**config.mk**
```make
export PLATFORM = sky130hd
export DESIGN_NAME = midi1_bytes_to_ump_words
export DESIGN_NICKNAME = d
export VERILOG_FILES = /design/src/sv/m1u_pkg.sv /design/src/sv/midi1_bytes_to_ump_words.sv
export SDC_FILE = /design/constraint.sdc
export NUM_CORES = 1
export LEC_CHECK = 0
export ABC_AREA = 1
export ABC_CLOCK_PERIOD_IN_PS = 2800
export BUFFER_PORTS_ARGS = -buffer_cell sky130_fd_sc_hd__buf_2
export CAP_MARGIN = 20
export CORE_MARGIN = 8
export CORE_UTILIZATION = 35
export DETAILED_ROUTE_END_ITERATION = 8
export PLACE_DENSITY = 0.53
export SETUP_SLACK_MARGIN = 0.5
export SLEW_MARGIN = 20
export SYNTH_ARGS = -nofsm -noshare
export SYNTH_HDL_FRONTEND = slang
export SYNTH_SLANG_ARGS = --single-unit
```
**constraint.sdc**
```tcl
create_clock -name clk_i -period 2.8 [get_ports clk_i]
set_input_delay 0.84 -clock clk_i [delete_from_list [all_inputs] [get_ports clk_i]]
set_output_delay 0.84 -clock clk_i [all_outputs]
set_load 0.05 [all_outputs]
```
**src/sv/m1u_pkg.sv**
```systemverilog
// Shared types and constants for the MIDI 1.0 byte to UMP word converter.
`timescale 1ns / 1ps

package m1u_pkg;

  typedef enum logic [1:0] {
    RC_OK    = 2'd0,
    RC_MORE  = 2'd1,
    RC_SKIP  = 2'd2,
    RC_ERROR = 2'd3
  } result_code_e;

  localparam logic [3:0] MT_REALTIME  = 4'h1;
  localparam logic [3:0] MT_CHAN_VOICE = 4'h2;

  localparam logic [7:0] BYTE_REALTIME_MIN = 8'hF8;
  localparam logic [7:0] BYTE_SYSTEM_MIN   = 8'hF0;
  localparam logic [7:0] BYTE_ACTIVE_SENSE = 8'hFE;

  localparam int unsigned MidiByteW = 8;
  localparam int unsigned UmpWordW  = 32;
  localparam int unsigned GroupW    = 4;

endpackage

```
**src/sv/midi1_bytes_to_ump_words.sv**
```systemverilog
// Top level: converts a MIDI 1.0 byte stream into UMP words, one result per byte.
`timescale 1ns / 1ps

// The input stream carries one MIDI 1.0 byte per transaction on s_axis_tdata.
// Every input transaction produces exactly one output transaction: a 32-bit
// UMP word on m_axis_tdata and a result code on m_axis_tuser (ok, need more,
// skipped, error). The word is zero unless the code is ok.
// A byte is captured in an input register, decoded by short combinational
// logic against the parser state, and written to an output register, from
// which the result is offered on m_axis_tdata and m_axis_tuser.
// Throughput is one byte per cycle while the receiver does not stall; the parser
// state is updated in the same cycle the byte moves to the output register, so consecutive bytes chain.
// When the receiver stalls, the output register holds its result and the
// input register holds one more byte; after that s_axis_tready falls.
// Reset clears both valid flags, the parser phase, running status and the
// group register. cfg_we_i writes the UMP group for channel voice words; it
// must only be written while no byte is in flight.
module midi1_bytes_to_ump_words (
  input  logic                                  clk_i,
  input  logic                                  rst_ni,
  input  logic                                  cfg_we_i,
  input  logic [m1u_pkg::GroupW-1:0]            cfg_wdata_i,
  input  logic                                  s_axis_tvalid,
  output logic                                  s_axis_tready,
  input  logic [m1u_pkg::MidiByteW-1:0]         s_axis_tdata,   // midi_byte
  output logic                                  m_axis_tvalid,
  input  logic                                  m_axis_tready,
  output logic [m1u_pkg::UmpWordW-1:0]          m_axis_tdata,   // ump_word
  output logic [1:0]                            m_axis_tuser    // result_code
);

  typedef enum logic [1:0] {
    PH_IDLE   = 2'd0,
    PH_STATUS = 2'd1,
    PH_DATA1  = 2'd2
  } phase_e;

  logic                          in_vld_q;
  logic [m1u_pkg::MidiByteW-1:0] in_byte_q;
  logic                          out_vld_q;
  logic [m1u_pkg::UmpWordW-1:0]  out_word_q;
  m1u_pkg::result_code_e         out_code_q;
  logic [m1u_pkg::GroupW-1:0]    group_q;

  phase_e      phase_q, phase_d;
  logic [7:0]  rs_q, rs_d;
  logic        held_q, held_d;
  logic [6:0]  first_q, first_d;

  logic                          move;
  logic [m1u_pkg::UmpWordW-1:0]  word_d;
  m1u_pkg::result_code_e         code_d;

  assign move          = in_vld_q && (!out_vld_q || m_axis_tready);
  assign s_axis_tready = !in_vld_q || move;
  assign m_axis_tvalid = out_vld_q;
  assign m_axis_tdata  = out_word_q;
  assign m_axis_tuser  = out_code_q;

  always_comb begin
    phase_e     ph;
    logic       held;
    logic [3:0] nib;
    logic [1:0] need;
    ph      = phase_q;
    held    = held_q;
    nib     = rs_q[7:4];
    need    = 2'd0;
    phase_d = phase_q;
    rs_d    = rs_q;
    held_d  = held_q;
    first_d = first_q;
    word_d  = '0;
    code_d  = m1u_pkg::RC_SKIP;
    if (nib inside {4'h8, 4'h9, 4'hA, 4'hB, 4'hE}) begin
      need = 2'd2;
    end else if (nib inside {4'hC, 4'hD}) begin
      need = 2'd1;
    end
    if (in_byte_q >= m1u_pkg::BYTE_REALTIME_MIN) begin
      if (in_byte_q != m1u_pkg::BYTE_ACTIVE_SENSE) begin
        word_d = {m1u_pkg::MT_REALTIME, 4'h0, in_byte_q, 16'h0000};
        code_d = m1u_pkg::RC_OK;
      end
    end else if (in_byte_q >= m1u_pkg::BYTE_SYSTEM_MIN) begin
      rs_d    = 8'h00;
      phase_d = PH_IDLE;
    end else if (in_byte_q[7]) begin
      rs_d    = in_byte_q;
      held_d  = 1'b0;
      phase_d = PH_STATUS;
      code_d  = m1u_pkg::RC_MORE;
    end else begin
      if (ph == PH_IDLE && rs_q != 8'h00) begin
        ph   = PH_STATUS;
        held = 1'b0;
      end
      held_d = held;
      if (ph != PH_STATUS && ph != PH_DATA1) begin
        phase_d = PH_IDLE;
        code_d  = m1u_pkg::RC_ERROR;
      end else if (need == 2'd0) begin
        phase_d = PH_IDLE;
        code_d  = m1u_pkg::RC_ERROR;
      end else if (!held && need == 2'd2) begin
        first_d = in_byte_q[6:0];
        held_d  = 1'b1;
        phase_d = PH_DATA1;
        code_d  = m1u_pkg::RC_MORE;
      end else begin
        word_d[31:16] = {m1u_pkg::MT_CHAN_VOICE, group_q, nib, rs_q[3:0]};
        if (need == 2'd2) begin
          word_d[15:0] = {1'b0, first_q, in_byte_q};
        end else begin
          word_d[15:0] = {in_byte_q, 8'h00};
        end
        phase_d = PH_IDLE;
        held_d  = 1'b0;
        code_d  = m1u_pkg::RC_OK;
      end
    end
  end

  always_ff @(posedge clk_i or negedge rst_ni) begin
    if (!rst_ni) begin
      in_vld_q   <= 1'b0;
      in_byte_q  <= '0;
      out_vld_q  <= 1'b0;
      out_word_q <= '0;
      out_code_q <= m1u_pkg::RC_OK;
      group_q    <= '0;
      phase_q    <= PH_IDLE;
      rs_q       <= 8'h00;
      held_q     <= 1'b0;
      first_q    <= 7'h00;
    end else begin
      if (cfg_we_i) begin
        group_q <= cfg_wdata_i;
      end
      if (s_axis_tready) begin
        in_vld_q <= s_axis_tvalid;
        if (s_axis_tvalid) begin
          in_byte_q <= s_axis_tdata;
        end
      end
      if (move) begin
        out_vld_q  <= 1'b1;
        out_word_q <= word_d;
        out_code_q <= code_d;
        phase_q    <= phase_d;
        rs_q       <= rs_d;
        held_q     <= held_d;
        first_q    <= first_d;
      end else if (m_axis_tready) begin
        out_vld_q <= 1'b0;
      end
    end
  end

  a_data1_holds_byte: assert property (@(posedge clk_i) disable iff (!rst_ni)
    phase_q == PH_DATA1 |-> held_q)
    else $error("data1 phase without a held data byte");

  a_phase_has_status: assert property (@(posedge clk_i) disable iff (!rst_ni)
    phase_q != PH_IDLE |-> rs_q != 8'h00)
    else $error("parser active without running status");

  a_status_is_voice: assert property (@(posedge clk_i) disable iff (!rst_ni)
    rs_q != 8'h00 |-> rs_q[7] && rs_q[7:4] != 4'hF)
    else $error("running status is not a channel voice status");

  a_word_zero_unless_ok: assert property (@(posedge clk_i) disable iff (!rst_ni)
    out_vld_q && out_code_q != m1u_pkg::RC_OK |-> out_word_q == '0)
    else $error("nonzero word with a non-ok result code");

endmodule

```
After elaboration in Yosys (flattened, before gate mapping)
Index checks and enable logic that the tools add are counted.
{"block": "op_classes", "n_lt_le_gt_ge": 2, "n_eq_ne": 11, "muxes": 38, "bitwise_logic": 5, "reduce_logical": 21}
{"op": "two-way mux 30 bit", "n": 5}
{"op": "two-way mux 2 bit", "n": 16}
{"op": "two-way mux 32 bit", "n": 1}
{"op": "two-way mux 29 bit", "n": 1}
{"op": "== test 4 bit (second input constant)", "n": 7}
{"op": "greater-or-equal comparator 8 bit (second input constant)", "n": 2}
{"op": "two-way mux 8 bit", "n": 2}
{"op": "two-way mux 15 bit", "n": 1}
{"op": "two-way mux 1 bit", "n": 12}
{"op": "!= test 8 bit (second input constant)", "n": 1}
{"op": "nonzero test 8 bit", "n": 1}
{"op": "AND reduction 7 bit", "n": 1}
{"op": "AND reduction 3 bit", "n": 2}
{"op": "nonzero test 2 bit", "n": 3}
{"op": "inverter 1 bit", "n": 5}
{"op": "nonzero test 5 bit", "n": 1}
{"op": "logical AND 1 bit", "n": 4}
{"op": "zero test 2 bit", "n": 2}
{"op": "AND reduction 2 bit", "n": 2}
{"op": "zero test 1 bit", "n": 3}
{"op": "== test 2 bit (second input constant)", "n": 1}
{"op": "logical OR 1 bit", "n": 2}
{"op": "!= test 2 x 1 -> 1 bit (second input constant)", "n": 1}
{"op": "!= test 2 bit (second input constant)", "n": 1}
{"block": "totals", "regBits": 66, "inputBits": 17, "out_inout_bits": 36}

Depth between registers and ports, before layout
Gate-level depths: netlist of the first run.
{"block": "logic_depth", "ltp_word": 14, "depth_mapped": 10}

Least setup slack after synthesis of the first run
OpenSTA, ideal clock, no wires.
{"block": "synth_timing", "kind": "input to output", "startpoint": "input m_axis_tready", "endpoint": "output s_axis_tready", "t_arrival_ns": 1.300, "setup_slack_ns": 0.660, "cell_stages": 2, "path_buffers": 0, "cell_sequence": "inv_1 > nand3_1"}
{"block": "synth_via", "elab_chain_len": 3}
{"element": "from (decl)", "line_no": "midi1_bytes_to_ump_words.sv:27", "rtl": "input logic m_axis_tready,"}
{"element": "logical OR 1 bit", "line_no": "midi1_bytes_to_ump_words.sv:54", "rtl": "assign move = in_vld_q && (!out_vld_q || m_axis_tready);"}
{"element": "logical AND 1 bit", "line_no": "midi1_bytes_to_ump_words.sv:54"}
{"element": "logical OR 1 bit", "line_no": "midi1_bytes_to_ump_words.sv:55", "rtl": "assign s_axis_tready = !in_vld_q || move;"}
{"element": "to (decl)", "line_no": "midi1_bytes_to_ump_words.sv:24", "rtl": "output logic s_axis_tready,"}
No other way between the ends.

Worst setup path after layout of the first run
Same ends and word-level chain as after synthesis.

==> run metrics, run 1 <==
Slowest-stage cell, CP buf_2; gr usage total 12.95%; routed vias/inst 4.580; Synth Area per Inst 9.033 µm²; register bit total from synthesis 62; final worst setup slack 0.6313 ns; clk_lat worst skew 0.34 ns; mapped cell area 2836 µm²; Die X 106.0 µm; Initial Util 35.23%; post-cts sizing count 0; f_max 461.1 MHz; crit path DAT 1.33 ns; worst supply voltage drop on vdd 0.3753 mV; CTS tree done; Detailed Place HPWL 4884 µm; number of synthesized flops with an enable pin 0; critical path fanouts, max 3; # nets final 385; Synth async-reset ratio 100.0%; num rows 33; Max clock buf depth 2; clock tree sinks 62; GR Overflow Total 0; post-synthesis cell count 314; port buffer count 48; Via Count 2180; final wirelength 6674 µm; # setup viols final 0; kind of critical path input pin to primary output; setup_tns 0 ns; # DRC 0; largest net degree at the start of global routing 37; CP cell instances buf_2 -> inv_1 -> nand3_1 -> buf_2; CTS clk-pin slew, worst paths 0.06 ns; sequential area share after synthesis 54.70%; Final period util 77.45%; postcts setup bufs 0; Hold Fails Final Rpt 0; crit-path leading delay family buffers and inverters; vias in the first global route 2245; top-area cell type share of the netlist area 54.70%; DR WL/cell 14.02 µm; first-pass GRT wire length 11520 µm; Netlist cell types 27; data required time at the worst endpoint 1.96 ns; # fillers 854; Syn-to-layout area delta 17.42%; CP max stage delay 0.28 ns; hold buffer count at cts 0; main flop type after synthesis dfrtp_1; setup repair after global routing missed its margin false; crit path capture type primary output; die height 106.0 µm; Yosys top cell by area dfrtp_1; post-route clock skew 0.006898 ns; min Tclk post-route 2.169 ns; Static Leak 1.716 nW; IO Pins 53; Worst Max-Slew Pin Slew 0.6375 ns; Routed Antenna Nets 0; # diodes 0; Max Cap Violations 0; most frequent CP cell buf_2; WP buf/inv 3; top-count cell post-synth nand2_1; crit path launch type input pin; initial antenna violation count 0; H-Tree Level Count 3; Die Area 11240 µm²; Root Buffer clkbuf_8; DRT Pass-1 Iters 4; pwr/cell area 1011 nW/µm²; total CTS buffers 9; GP Congestion 0.8070; relative slew slack 57.50%; hold crit path type register to register; core area 8051 µm²; Iter 0 DRT Violations 149; Yosys warnings 0; post-place setup slack 0.6215 ns; status finished clean; synth cell count leaders 77 x nand2_1, 62 x dfrtp_1, 33 x inv_1; largest cells by area after synthesis dfrtp_1 55%, nand2_1 10%, o21ai_2 7.7%, inv_1 4.4%, o21ai_0 4.1%; Slew Viols, Final 0; share of layout cells above drive strength 1 29.11%
==> power breakdown <==
part	switching, W	internal (W)	total [W]
Combinational	0.00106	0.000347	0.00141
Sequential	0.000143	0.00115	0.00129
Clock	0.000331	0.000333	0.000664
Total	0.00154	0.00183	0.00337
==> worst min-delay path, stage by stage (launching register included) <==
cell and delay (ns):
dfrtp_1 0.34, nand2_1 0.05, nand2_1 0.06
==> per-stage QoR <==
step / utilization, % / total power [W] / hold slack (ns) / instances / area [µm²]
after floorplan: - / 0.002416 / 0.4422 / 317 / 2848
after global placement: 39.44 / 0.002727 / 0.4541 / 462 / 3176
after detailed placement: 39.44 / 0.002743 / 0.4594 / 462 / 3176
after CTS: 41.37 / 0.003419 / 0.4753 / 476 / 3331
after global routing: 41.37 / 0.003622 / 0.4937 / 476 / 3331
final: 41.37 / 0.003368 / 0.4717 / 476 / 3331
==> cell usage in the layout (no fill, tap or decap) <==
master | synthesis | final
nor2_2 | 2 | 2
inv_1 | 33 | 33
nor3_1 | 3 | 3
inv_2 | 2 | 2
o22ai_1 | 1 | 1
nand3_2 | 1 | 1
nand4_1 | 8 | 8
nand3_1 | 6 | 6
buf_12 | 0 | 1
nor2_1 | 28 | 28
a21oi_1 | 14 | 14
clkinv_2 | 0 | 2
clkbuf_8 | 0 | 10
o21ai_2 | 25 | 25
nor2_4 | 2 | 2
nand2_2 | 5 | 5
o21ai_0 | 23 | 23
o21ai_1 | 1 | 1
nand2_4 | 1 | 1
nand3_4 | 2 | 2
a21oi_2 | 2 | 2
clkbuf_1 | 2 | 2
nand2_1 | 77 | 77
buf_4 | 4 | 5
conb_1 | 1 | 4
clkinv_1 | 1 | 1
dfrtp_1 | 62 | 62
buf_2 | 3 | 48
==> logic make-up (layout without fill, tap and decap cells) <==
family	count (synthesis)	in the layout	share of synthesized area, %
other	1	4	0.1322
AND/OR/NAND/NOR	135	135	21.57
flip-flops	62	62	54.70
AO/OA/AOI/OAI	66	66	15.26
buffers and inverters	50	104	8.337
==> final timing paths <==
kind | from | to | slack (ns) | cells past startpoint
setup / recovery | m_axis_tready | s_axis_tready | 0.63 | 4
hold / removal | m_axis_tdata[29] | m_axis_tdata[29] | 0.47 | 2
setup reg to reg | rs_q[4] | m_axis_tdata[16] | 0.84 | 8
hold reg to reg | m_axis_tdata[29] | m_axis_tdata[29] | 0.47 | 2
max in group asynchronous | rst_ni | in_vld_q | 1.67 | 2
min in group asynchronous | rst_ni | m_axis_tdata[9] | 0.52 | 1
==> layout make-up <==
class / count / area (µm²) / area share [%]
sequential: 62 / 1551 / 46.58
timing repair buffer: 54 / 297.8 / 8.941
tap: 105 / 131.4 / 3.944
clock buffer: 12 / 145.1 / 4.358
clock inverter: 2 / 10.01 / 0.3005
multi-input combinational: 205 / 1060 / 31.82
inverter: 36 / 135.1 / 4.057
==> sequential cells by signal (all words and copies together), names as in the netlist <==
signal         flops
in_byte_q          8
m_axis_tdata      28
in_vld_q           1
m_axis_tvalid      1
held_q             1
rs_q               8
first_q            7
group_q            4
m_axis_tuser       2
phase_q            2
==> per-layer routing <==
| layer | track usage [%] | part of all wire, % | vias to the layer above |
|---|---|---|---|
| li1 | - | - | 1107 |
| met2 | 18.23 | 44 | 57 |
| met4 | 7.437 | 2.1 | 0 |
| met5 | 0 | 0 | - |
| met3 | 3.327 | 6.6 | 13 |
| met1 | 17.59 | 48 | 1003 |
No activity file was read; power rests on OpenSTA's default activity.
==> run 2, diff against run 1 <==
- ABC_CLOCK_PERIOD_IN_PS: 2800 -> 1700
- PLACE_DENSITY: 0.53 -> 0.55
- clock period: 2.8 -> 1.7 ns (I/O delays scaled with it)
==> run 2 against run 1 <==
Compared with the run above: routed wire length is 13% higher; sequential power grew 72%; global-route usage increased by 0.88 points; hold slack worse by 0.44 ns; core utilization increased by 13 points; clock-buffer cell count decreased by 1; first-iteration DRC count decreased by 50%; clock power rose by 110%; via count increased by 14%; combinational power grew to 2.5 times the previous value; cell count is 12% higher; worst setup slack got worse by 0.44 ns; critical endpoint is now m_axis_tdata[21].
==> run metrics, run 2 (synthesized netlist as in run 1, its figures left out) <==
Die X 106.0 µm (unchanged); hold buffer count at cts 0 (unchanged); DRT Pass-1 Iters 4 (unchanged); crit path launch type register; data required time at the worst endpoint 1.97 ns (about the same); GP Congestion 0.7927 (-1.8%); reg2reg path depth 8 (unchanged); Final period util 88.86%; num rows 33 (unchanged); clk_lat worst skew 0.35 ns (about the same); DR WL/cell 14.06 µm (+0.29%); Area after DPL 3313 µm² (+4.3%); # diodes 0 (unchanged); core area 8051 µm² (unchanged); CTS clk-pin slew, worst paths 0.07 ns (about the same); total CTS buffers 9 (unchanged); Max clock buf depth 2 (unchanged); crit path capture type register; first-pass GRT wire length 12360 µm (+7.3%); largest net degree at the start of global routing 53 (+43%); IO Pins 53 (unchanged); Static Leak 2.140 nW (+25%); setup repair after global routing missed its margin true; Die Area 11240 µm² (unchanged); kind of critical path register to register; # setup viols final 0 (unchanged); Final Instance Count excl. Fillers 534 (+12%); CTS tree done; # DRC 0 (unchanged); Via Count 2484 (+14%); Iter 0 DRT Violations 75 (-50%); gr usage total 13.83% (+0.88 points); # nets final 442 (+15%); final wirelength 7509 µm (+13%); hold crit path type input pin to asynchronous set/reset pin; crit path DAT 1.78 ns (+0.45 ns); crit path launch rs_q[0]; f_max 662.0 MHz; min Tclk post-route 1.511 ns; Largest register FFs 28 (unchanged); Detailed Place HPWL 5020 µm (+2.8%); die height 106.0 µm (unchanged); FF-to-FF Start rs_q[0]; Slew Viols, Final 0 (unchanged); Max Cap Violations 0 (unchanged); most frequent cells in the layout 59 x nand2_1, 59 x dfrtp_1, 43 x buf_4, 40 x buf_6, 28 x o21ai_2; Finished Cell Area 4403 µm² (+32%); port buffer count 48 (unchanged); Initial Util 35.23% (unchanged); routed vias/inst 4.652 (+1.6%); crit path to m_axis_tdata[21]; r2r setup slk 0.19 ns (-0.65 ns); critical path fanouts, max 5 (+2); status finished clean; share of layout cells above drive strength 1 50.82% (+22 points); GR Overflow Total 0 (unchanged); pwr/cell area 1628 nW/µm² (+61%); post-route clock skew 0.01678 ns (+0.009877 ns); Syn-to-layout area delta 55.23%; clock tree sinks 62 (unchanged); Hold Fails Final Rpt 0 (unchanged); R2R Path End m_axis_tdata[21]; setup_tns 0 ns (unchanged); worst supply voltage drop on vdd 0.7766 mV (+110%); Routed Antenna Nets 0 (unchanged); Worst Hold Slack 0.03314 ns (-0.4385 ns); H-Tree Level Count 3 (unchanged); # fillers 724 (-15%); vias in the first global route 2576 (+15%); Placed Cells incl. Taps 467 (+1.1%); initial antenna violation count 0 (unchanged); Root Buffer clkbuf_8
==> run 2: final cells by class <==
type	instances	area, µm²	area share, %
Sequential cell	62	1555	35.32
Multi-Input combinational cell	206	1299	29.50
Timing Repair Buffer	110	1059	24.04
Inverter	36	155.1	3.524
Clock buffer	11	131.4	2.984
Tap cell	105	131.4	2.984
Clock inverter	4	72.57	1.648
==> run 2: per-stage QoR <==
step,total power (W),util (%),setup slack [ns]
after floorplan,0.004065,-,0.3617
after global placement,0.004648,41.15,0.1115
after detailed placement,0.004672,41.15,0.09868
after CTS,0.006823,51.42,0.1753
after global routing,0.007607,54.69,0.1048
final,0.007169,54.69,0.1894
==> run 2: worst min-delay path by stage <==
stage	slack [ns]	start	cells after the start	endpoint
floorplan	0.21	rst_ni	0	first_q[0]
global placement	0.41	rst_ni	1	m_axis_tdata[29]
detailed placement	0.40	rst_ni	1	m_axis_tdata[29]
CTS	0.03	rst_ni	1	group_q[1]
global route	0.03	rst_ni	1	group_q[1]
finish	0.03	rst_ni	1	group_q[1]
==> run 2: report_power, final <==
part           leakage (nW)  switching, W  internal [W]
Clock                0.0994      0.000568      0.000816
Combinational          1.25       0.00211       0.00146
Sequential            0.786      0.000321       0.00190
==> run 2: repair_timing <==
action / CTS / global route
setup buffers: 28 / 20
gates cloned: 4 / 0
pin swaps: 18 / 26
resized for setup: 110 / 34
endpoints found under the setup margin: 80 / 81
==> run 2: layer usage <==
| metal | track usage [%] | vias to the layer above | routed length (µm) |
|---|---|---|---|
| met1 | 16.27 | 1174 | 3245 |
| li1 | - | 1228 | - |
| met5 | 0 | - | 0 |
| met4 | 5.729 | 0 | 191 |
| met2 | 22.74 | 63 | 3680 |
| met3 | 4.537 | 19 | 391 |
==> run 2: critical path, cell delays in order, from the launching register on <==
cell and delay (ns):
dfrtp_1 0.39, nor2_2 0.14, nand2_2 0.08, o21ai_2 0.14, nand2_2 0.09, nand2_4 0.09, nand3_4 0.18, buf_12 0.20
o21ai_4 0.12
==> run 3, diff against run 2 <==
- ABC_CLOCK_PERIOD_IN_PS: 1700 -> 1950
- CORE_UTILIZATION: 35 -> 45
- PLACE_DENSITY: 0.55 -> unset
- PLACE_DENSITY_LB_ADDON: unset -> 0.15
- clock period: 1.7 -> 1.95 ns (I/O delays scaled with it)
==> run 3 against run 2 <==
Compared with the run above: critical path depth fell by 4; global-route usage increased by 3.0 points; cell count fell by 7.5%; largest cell class unchanged; largest power group unchanged; highest routed layer unchanged.
==> run metrics, run 3 (synthesized netlist as in run 1, its figures left out) <==
setup_tns 0 ns (unchanged); final core utilization 65.34% (+11 points); Die Area 9100 µm² (-19%); Slew Viols, Final 0 (unchanged); crit path launch m_axis_tready; Worst Hold Slack 0.2374 ns (+0.2042 ns); status finished clean; met2 WL 3314 µm (-9.9%); Finished Cell Area 4054 µm² (-7.9%); num rows 29 (-12%); crit path launch type input pin; DRT met1 WL 3157 µm (-2.7%); routed vias/inst 4.862 (+4.5%); CTS clk-pin slew, worst paths 0.07 ns (about the same); gr usage total 16.86% (+3.0 points); worst supply voltage drop on vdd 0.6951 mV (-10%); Area after DPL 3214 µm² (-3.0%); Root Buffer clkbuf_8; met3 wire length 429 µm (+9.7%); kind of critical path input pin to primary output; CTS tree done; Via Count 2402 (-3.3%); total CTS buffers 9 (unchanged); crit path DAT 0.99 ns (-0.79 ns); IO Pins 53 (unchanged); DRT Pass-1 Iters 4 (unchanged); crit path capture type primary output; uppermost layer routed met4; GR Overflow Total 0 (unchanged); # diodes 0 (unchanged); Initial Util 45.71% (+10 points); Static Leak 2.041 nW (-4.6%); DR WL/cell 14.26 µm (+1.4%); commonest non-fill, non-tap cell in the layout nand2_1; # nets final 429 (-2.9%); data required time at the worst endpoint 1.36 ns (-0.61 ns); # DRC 0 (unchanged); initial antenna violation count 0 (unchanged); min Tclk post-route 1.576 ns; critical path fanouts, max 2 (-3); Hold Fails Final Rpt 0 (unchanged); Iter 0 DRT Violations 147 (+96%); first-pass GRT wire length 11780 µm (-4.7%); Detailed Place HPWL 4779 µm (-4.8%); H-Tree Level Count 3 (unchanged); vias in the first global route 2441 (-5.2%); Max Cap Violations 0 (unchanged); post-route clock skew 0.009316 ns (-0.007459 ns); Largest register FFs 28 (unchanged); clk_lat worst skew 0.34 ns (about the same); core area 6205 µm² (-23%); GP Congestion 0.8279 (+4.4%); die height 95.40 µm (-10%); Routed Antenna Nets 0 (unchanged); largest net degree at the start of global routing 63 (+19%); PnR Total Power 0.006040 W (-16%); pwr/cell area 1490 nW/µm² (-8.5%); final wirelength 7044 µm (-6.2%); clock tree sinks 62 (unchanged); hold crit path type input pin to asynchronous set/reset pin; port buffer count 48 (unchanged); FF-to-FF Start rs_q[5]; most frequent cells in the layout 70 x nand2_1, 60 x dfrtp_1, 41 x buf_4, 36 x buf_6, 30 x inv_1; setup repair after global routing missed its margin true; share of layout cells above drive strength 1 42.21% (-8.6 points); # setup viols final 0 (unchanged); Die X 95.40 µm (-10%); hold buffer count at cts 0 (unchanged); Final period util 80.83%; Max clock buf depth 2 (unchanged); Syn-to-layout area delta 42.92%; f_max 634.5 MHz
-- run 3: cell count changes in the layout (fill, tap and decap cells not counted), sizes merged --
cell,change
nor2,-1
clkinvlp,-1
clkbuf,+2
buf,-12
-- run 3: through the flow --
| stage | setup WS [ns] | cells |
|---|---|---|
| finish | 0.3739 | 494 |
| global route | 0.3335 | 494 |
| CTS | 0.3576 | 477 |
| detailed placement | 0.2193 | 438 |
| global placement | 0.2602 | 438 |
| floorplan | 0.5024 | 317 |
-- run 3: cell type report --
class,count,area (µm²)
timing repair buffer,98,883.3
sequential,62,1554
multi-input combinational,205,1146
clock buffer,13,168.9
inverter,36,140.1
fill,515,2151
tap,77,96.34
clock inverter,3,65.06
-- run 3: worst paths after layout --
check                                         to  slack (ns)  depth (start not counted)
worst max-delay path               s_axis_tready        0.37                          4
worst min-delay path                  group_q[2]        0.24                          2
worst max register to register  m_axis_tdata[20]        0.43                          8
worst min register to register        first_q[4]        0.49                          2
max in group asynchronous           in_byte_q[7]        1.42                          2
min in group clk_i                    group_q[3]        0.45                          3
-- run 3: routing by layer --
layer | global-route usage, % | vias to the layer above
li1 | - | 1198
met1 | 21.74 | 1131
met2 | 25.49 | 61
met3 | 4.331 | 12
met4 | 9.091 | 0
met5 | 0 | -
-- run 3: repair_timing --
action                                  CTS  global route
endpoints found under the setup margin   68            76
buffers inserted                         23            17
pin swaps                                 5             9
resized for setup                        71            25
cloned                                    0             0
hold endpoints to repair                  0             0
-- run 3: report_power, final --
| part | switching [W] | leakage (nW) | total [W] | internal [W] |
|---|---|---|---|---|
| Clock | 0.000506 | 0.120 | 0.00133 | 0.000824 |
| Sequential | 0.000265 | 0.787 | 0.00192 | 0.00165 |
| Combinational | 0.00169 | 1.13 | 0.00279 | 0.00110 |
-- run 3: worst max-delay path, cell delays in order --
cell     delay (ns)
buf_2          0.10
inv_2          0.07
nand3_4        0.08
buf_8          0.15
